[src/rtl/isst_pkg.sv]
// Shared types, constants and helper functions for the IMU scale and tilt block.
`default_nettype none
package isst_pkg;

  // Number of angle iterations run by the tilt pipeline.
  localparam int unsigned AngleIterations = 16;
  localparam int unsigned AngleLimit = 11520;

  // Register indexes of the configuration port.
  typedef enum logic [2:0] {
    REG_ACCEL_RANGE = 3'd0,
    REG_GYRO_RANGE  = 3'd1,
    REG_ACC_OFS_X   = 3'd2,
    REG_ACC_OFS_Y   = 3'd3,
    REG_ACC_OFS_Z   = 3'd4,
    REG_GYR_OFS_X   = 3'd5,
    REG_GYR_OFS_Y   = 3'd6,
    REG_GYR_OFS_Z   = 3'd7
  } reg_idx_e;

  // Configuration register file contents.
  typedef struct packed {
    logic [1:0]        accel_range;
    logic [1:0]        gyro_range;
    logic signed [15:0] acc_ofs_x;
    logic signed [15:0] acc_ofs_y;
    logic signed [15:0] acc_ofs_z;
    logic signed [15:0] gyr_ofs_x;
    logic signed [15:0] gyr_ofs_y;
    logic signed [15:0] gyr_ofs_z;
  } cfg_t;

  // Arctangent table in 1/32768 degree.
  function automatic logic [20:0] atan_entry(input logic [4:0] i);
    logic [20:0] r;
    begin
      case (i)
        5'd0:  r = 21'd1474560;
        5'd1:  r = 21'd870484;
        5'd2:  r = 21'd459940;
        5'd3:  r = 21'd233473;
        5'd4:  r = 21'd117189;
        5'd5:  r = 21'd58652;
        5'd6:  r = 21'd29333;
        5'd7:  r = 21'd14667;
        5'd8:  r = 21'd7334;
        5'd9:  r = 21'd3667;
        5'd10: r = 21'd1833;
        5'd11: r = 21'd917;
        5'd12: r = 21'd458;
        5'd13: r = 21'd229;
        5'd14: r = 21'd115;
        5'd15: r = 21'd57;
        5'd16: r = 21'd29;
        5'd17: r = 21'd14;
        5'd18: r = 21'd7;
        5'd19: r = 21'd4;
        5'd20: r = 21'd2;
        5'd21: r = 21'd1;
        default: r = 21'd0;
      endcase
      return r;
    end
  endfunction

  // Saturate a 20-bit signed value to 16 bits.
  function automatic logic [15:0] sat16(input logic signed [19:0] v);
    begin
      if (v > 20'sd32767) return 16'h7fff;
      if (v < -20'sd32768) return 16'h8000;
      return v[15:0];
    end
  endfunction

endpackage
`default_nettype wire

[src/rtl/isst_scale.sv]
// Accelerometer and gyro scaling with offsets: two register stages.
`default_nettype none
module isst_scale (
  input  wire logic              clk_i,
  input  wire logic              en_i,
  input  wire isst_pkg::cfg_t    cfg_i,
  input  wire logic [95:0]       raw_i,
  output logic [95:0]            out_o
);
  import isst_pkg::*;

  logic [45:0]        prod_q [3];
  logic               neg_q [3];
  logic signed [15:0] aacc_q [3];
  logic [15:0]        ofs_q [3];

  // Rate numerator and rounding term (divisor - 1) / 2, both premultiplied by the
  // divisor reciprocal in units of 2^-29: ceil(2^29 / 131) = 4098252 and
  // ceil(2^29 / 41) = 13094413. The product is exact for dividends below 2^21.
  logic [28:0] num_rcp;
  logic [28:0] half_rcp;

  always_comb begin
    case (cfg_i.gyro_range)
      2'd0: begin num_rcp = 29'd65572032;  half_rcp = 29'd266386380; end
      2'd1: begin num_rcp = 29'd131144064; half_rcp = 29'd266386380; end
      2'd2: begin num_rcp = 29'd261888260; half_rcp = 29'd261888260; end
      default: begin num_rcp = 29'd523776520; half_rcp = 29'd261888260; end
    endcase
  end

  // Stage one: accel shift with offset, gyro magnitude times scaled numerator.
  always_ff @(posedge clk_i) begin
    if (en_i) begin
      for (int k = 0; k < 3; k++) begin
        logic signed [16:0] r;
        logic signed [17:0] rr;
        logic [16:0] mag;
        logic [1:0]  sh;
        logic signed [19:0] s;
        sh = 2'd3 - cfg_i.accel_range;
        r  = 17'(signed'(raw_i[16*k +: 16]));
        rr = (sh == 2'd0) ? 18'(r) : ((18'(r) + (18'sd1 <<< (sh - 2'd1))) >>> sh);
        s  = 20'(rr) + 20'(signed'(k == 0 ? cfg_i.acc_ofs_x :
                                    k == 1 ? cfg_i.acc_ofs_y : cfg_i.acc_ofs_z));
        aacc_q[k] <= signed'(sat16(s));
        r   = 17'(signed'(raw_i[48+16*k +: 16]));
        mag = r[16] ? 17'(-r) : 17'(r);
        neg_q[k]  <= r[16];
        prod_q[k] <= 46'(mag * num_rcp) + 46'(half_rcp);
        ofs_q[k]  <= k == 0 ? cfg_i.gyr_ofs_x : k == 1 ? cfg_i.gyr_ofs_y : cfg_i.gyr_ofs_z;
      end
    end
  end

  // Stage two: quotient from the reciprocal product, sign and bias removal.
  always_ff @(posedge clk_i) begin
    if (en_i) begin
      for (int k = 0; k < 3; k++) begin
        logic [15:0] q;
        logic signed [19:0] s;
        q = prod_q[k][44:29];
        s = (neg_q[k] ? -20'(q) : 20'(q)) - 20'(signed'(ofs_q[k]));
        out_o[48+16*k +: 16] <= sat16(s);
        out_o[16*k +: 16]    <= aacc_q[k];
      end
    end
  end
endmodule
`default_nettype wire

[config.mk]
export PLATFORM = sky130hd
export DESIGN_NAME = isst_scale
export DESIGN_NICKNAME = d
export VERILOG_FILES = /design/src/rtl/isst_pkg.sv /design/src/rtl/isst_scale.sv
export SDC_FILE = /design/constraint.sdc
export NUM_CORES = 2
export LEC_CHECK = 0
export BUFFER_PORTS_ARGS = -buffer_cell sky130_fd_sc_hd__buf_2
export CAP_MARGIN = 20
export CORE_MARGIN = 3
export CORE_UTILIZATION = 50
export DETAILED_ROUTE_END_ITERATION = 8
export PLACE_DENSITY = 0.67
export SETUP_SLACK_MARGIN = 0.05
export SLEW_MARGIN = 25
export SYNTH_ARGS = -nofsm -noshare
export SYNTH_HDL_FRONTEND = slang
export SYNTH_SLANG_ARGS = --single-unit
[constraint.sdc]
create_clock -name clk_i -period 15.94 [get_ports clk_i]
set_input_delay 4.782 -clock clk_i [delete_from_list [all_inputs] [get_ports clk_i]]
set_output_delay 4.782 -clock clk_i [all_outputs]
set_load 0.005 [all_outputs]
==> impl_results.rst <==
.. list-table::
   :header-rows: 1

   * - Metric
     - Value
   * - Endpoints failing hold
     - 0
   * - Synth Flop Type
     - sky130_fd_sc_hd__edfxtp_1
   * - Stage delay of the slowest cell on the critical path
     - 0.61 ns
   * - Post-Syn Area per Cell
     - 9.738 sq um
   * - Met1 Routed Length
     - 61110 microns
   * - Cell occurring most often along the worst timing path
     - sky130_fd_sc_hd__inv_1
   * - Main area contributors after synthesis
     - sky130_fd_sc_hd__fa_1 36%, sky130_fd_sc_hd__ha_1 15%, sky130_fd_sc_hd__edfxtp_1 14%
   * - Yosys synthesis warning count
     - 0
   * - Number of antenna violations at the first check in global routing
     - 16
   * - Final routed wire length divided by cell count
     - 20.30 microns
   * - Worst Max-Slew Pin Slew
     - 1.072 ns
   * - DR top layer
     - met5
   * - Final setup margin
     - 2.659 ns
   * - Flop and latch count out of synthesis
     - 243
   * - Fraction of final layout cells with drive strength greater than 1
     - 8.155%
   * - Global placement routability congestion
     - 1.002
   * - Max Cap Violations
     - 0
   * - Critical path's slowest cell
     - sky130_fd_sc_hd__a221oi_1
   * - Status
     - complete, no violations
   * - Area taken by multi-input logic gates
     - 40340 sq um
   * - Worst Setup Start Kind
     - input port
   * - Reg2reg end
     - out_o[51]$_SDFFCE_PN1P_
   * - Fmax
     - 0.07529 GHz
   * - Max-slew violation count
     - 0
   * - DP HPWL
     - 127200 microns
   * - Largest net degree at the start of global routing
     - 95
   * - Count of instances resized after the clock tree is built
     - 0
   * - Vias per cell
     - 5.230
   * - Count of mapped cells out of synthesis
     - 5496
   * - Setup slack of the most critical reg-to-reg path
     - 10.86 ns
   * - Maximum clock insertion buffer count
     - 3
   * - Setup violation total in the final timing report
     - 0
   * - CTS tree
     - yes
   * - I/O Pins
     - 294
   * - DRC
     - 0
   * - Die Y-Extent
     - 333.2 microns
   * - Critical Path Source
     - cfg_i[97]
   * - Seq/Total Area, Yosys
     - 13.63%
   * - Worst setup path end
     - prod_q[0][90]$_DFFE_PP_
   * - Classification of the worst-slack hold path
     - register to register
   * - Share of flip-flops with an asynchronous set or reset after synthesis
     - 0%
   * - Maximum level of the CTS H-tree
     - 1
   * - Clock latency of the later-clocked register in the worst-skew pair
     - 0.61 ns
   * - Period utilization
     - 83.32%
   * - Net count reported at finish
     - 7617
   * - Commonest non-fill, non-tap cell in the layout
     - sky130_fd_sc_hd__inv_1
   * - Via count of the first global-routing pass
     - 40490
   * - Clock transition at the registers of the reported paths
     - 0.06 ns
   * - Commonest cells after routing, fill and taps aside
     - 1530 x sky130_fd_sc_hd__inv_1, 958 x sky130_fd_sc_hd__fa_1, 641 x sky130_fd_sc_hd__ha_1, 292 x sky130_fd_sc_hd__buf_2, 249 x sky130_fd_sc_hd__nand2_1
   * - Crit path required time
     - 16.31 ns
   * - Maximum net fanout on the critical path
     - 49
   * - Overall fraction of global-route tracks in use
     - 27.04%
   * - Row count
     - 119
   * - Post-CTS Setup Bufs
     - 0
   * - Vias
     - 37850
   * - Initial DRC Count
     - 2329
   * - Netlist cell types
     - 77
   * - Cts-stage hold buffer count
     - 0
   * - Startpoint of the tightest hold check path
     - aacc_q[0][16]$_SDFFCE_PN1P_
   * - Count of port buffers added during placement
     - 293
   * - Die outline area
     - 111000 sq um
   * - Met2 wire length
     - 68960 microns
   * - CTS Sinks
     - 243
   * - Fin Setup TNS
     - 0 ns
   * - Setup repair after global routing missed its margin
     - no
   * - Number of enable flip-flop cells after synthesis
     - 243
   * - Total clock buffers created by CTS
     - 30
   * - Post-detailed-route count of antenna-violating nets
     - 0
   * - Metal3 WL
     - 11950 microns
   * - Fill cell total of the finished layout
     - 9659
   * - Die width
     - 333.2 microns
   * - Arrival @ worst endpoint
     - 13.65 ns
   * - Core region area
     - 105700 sq um
   * - Library cell with the largest summed area after synthesis
     - sky130_fd_sc_hd__fa_1
   * - Worst Setup End Kind
     - register
   * - Area growth from synthesis to final layout
     - 8.206%
   * - DRT Pass-1 Iters
     - 5
   * - Area of the mapped netlist
     - 53520 sq um
   * - Buffer type at the clock tree root
     - sky130_fd_sc_hd__clkbuf_16
   * - Final WL
     - 146900 microns
   * - Starting density of the core
     - 50.63%
   * - Post-route minimum period
     - 13.28 ns
   * - Worst setup skew after layout
     - 0.01287 ns
   * - Slew headroom
     - 28.07%
   * - Source of the worst register-to-register timing path
     - prod_q[0][35]$_DFFE_PP_
   * - Post-Place Cells
     - 7173
   * - Type of the setup path with the least slack
     - input port to register
   * - Register-to-Register Path Depth
     - 15
   * - Sequential cell area
     - 7297 sq um
   * - Area fraction of the dominant cell type after synthesis
     - 35.83%
   * - Worst-case setup slack after placement
     - 1.932 ns
   * - Global-route wire length before repair
     - 230200 microns
   * - Leftover overflow at the end of global routing
     - 0
   * - Number of standard cells in the layout, taps in and fillers out
     - 7237
==> cells in the mapped netlist (11+ instances only) <==
cell type / n
sky130_fd_sc_hd__a21oi_1: 173
sky130_fd_sc_hd__o21a_1: 23
sky130_fd_sc_hd__nand2b_1: 134
sky130_fd_sc_hd__o41ai_1: 11
sky130_fd_sc_hd__a211oi_1: 16
sky130_fd_sc_hd__fa_1: 958
sky130_fd_sc_hd__nor2_1: 226
sky130_fd_sc_hd__o31ai_1: 23
sky130_fd_sc_hd__o21ai_0: 102
sky130_fd_sc_hd__or2_2: 36
sky130_fd_sc_hd__o21ai_1: 25
sky130_fd_sc_hd__inv_1: 1530
sky130_fd_sc_hd__mux4_2: 30
sky130_fd_sc_hd__nor4_1: 11
sky130_fd_sc_hd__a21boi_0: 13
sky130_fd_sc_hd__nor3_1: 32
sky130_fd_sc_hd__nand2_1: 249
sky130_fd_sc_hd__o21bai_1: 22
sky130_fd_sc_hd__xor2_1: 95
sky130_fd_sc_hd__or3_1: 20
sky130_fd_sc_hd__a31oi_1: 16
sky130_fd_sc_hd__a21o_1: 128
sky130_fd_sc_hd__clkbuf_1: 95
sky130_fd_sc_hd__o211ai_1: 11
sky130_fd_sc_hd__edfxtp_1: 243
sky130_fd_sc_hd__nand3_1: 35
sky130_fd_sc_hd__ha_1: 647
sky130_fd_sc_hd__and2_1: 157
sky130_fd_sc_hd__and3_1: 28
sky130_fd_sc_hd__nand4_1: 21
sky130_fd_sc_hd__xnor2_1: 181
sky130_fd_sc_hd__nor2b_1: 62
==> per-layer routing <==
metal / track usage [%] / vias up
li1: - / 17670
met1: 35.91 / 18690
met4: 8.108 / 12
met2: 44.15 / 1257
met5: 0 / -
met3: 6.496 / 222
==> sequential cells by signal (all words and copies together) (netlist names) <==
register	cells
ofs_q	48
aacc_q	48
out_o	96
prod_q	48
neg_q	3
==> logic make-up (layout without fill, tap and decap cells) <==
kind of cell               count (synthesis)  after routing  synth area share (%)
xor gates and xnor gates                 276            276                 4.517
DFF                                      243            243                 13.63
adders and majority gates               1605           1605                 50.96
and+or+nand+nor                         1043           1043                 9.912
other                                      2             73               0.01403
buffers and inverters                   1640           1919                 11.53
muxes                                     40             40                 1.449
AOI/OAI and AO/OA                        647            647                 7.988
==> layout make-up <==
type | count | area share, %
timing repair buffer | 329 | 3.016
clock buffer | 31 | 1.303
antenna | 9 | 0.03889
tap | 1391 | 3.005
inverter | 1535 | 9.949
multi-input combinational | 3675 | 69.66
sequential | 243 | 12.60
clock inverter | 24 | 0.4321
==> worst min-delay path by stage <==
stage / end / cells past startpoint
detailed placement: out_o[16]$_DFFE_PP_ / 0
global route: out_o[17]$_DFFE_PP_ / 0
global placement: out_o[0]$_DFFE_PP_ / 0
finish: out_o[16]$_DFFE_PP_ / 0
CTS: out_o[2]$_DFFE_PP_ / 0
floorplan: out_o[0]$_DFFE_PP_ / 0
==> metrics by stage <==
step                cell area, sq um  utilization [%]  hold slack [ns]
floorplan                      53750                -           0.4003
global placement               56870            53.79           0.4003
detailed placement             56870            53.79           0.4052
CTS                            57870            54.74           0.4190
global route                   57910            54.78           0.4223
finish                         57910            54.78           0.4178
==> critical path: cells and delay by family <==
kind,cells,cell delay [ns]
adders and majority gates,8,3.43
and+or+nand+nor,5,1.38
buffers and inverters,9,1.50
AOI/OAI and AO/OA,8,2.40
xor gates and xnor gates,1,0.08
Power is not shown: default switching activity piles up to over one toggle a cycle in this logic, so the estimate is an artifact.
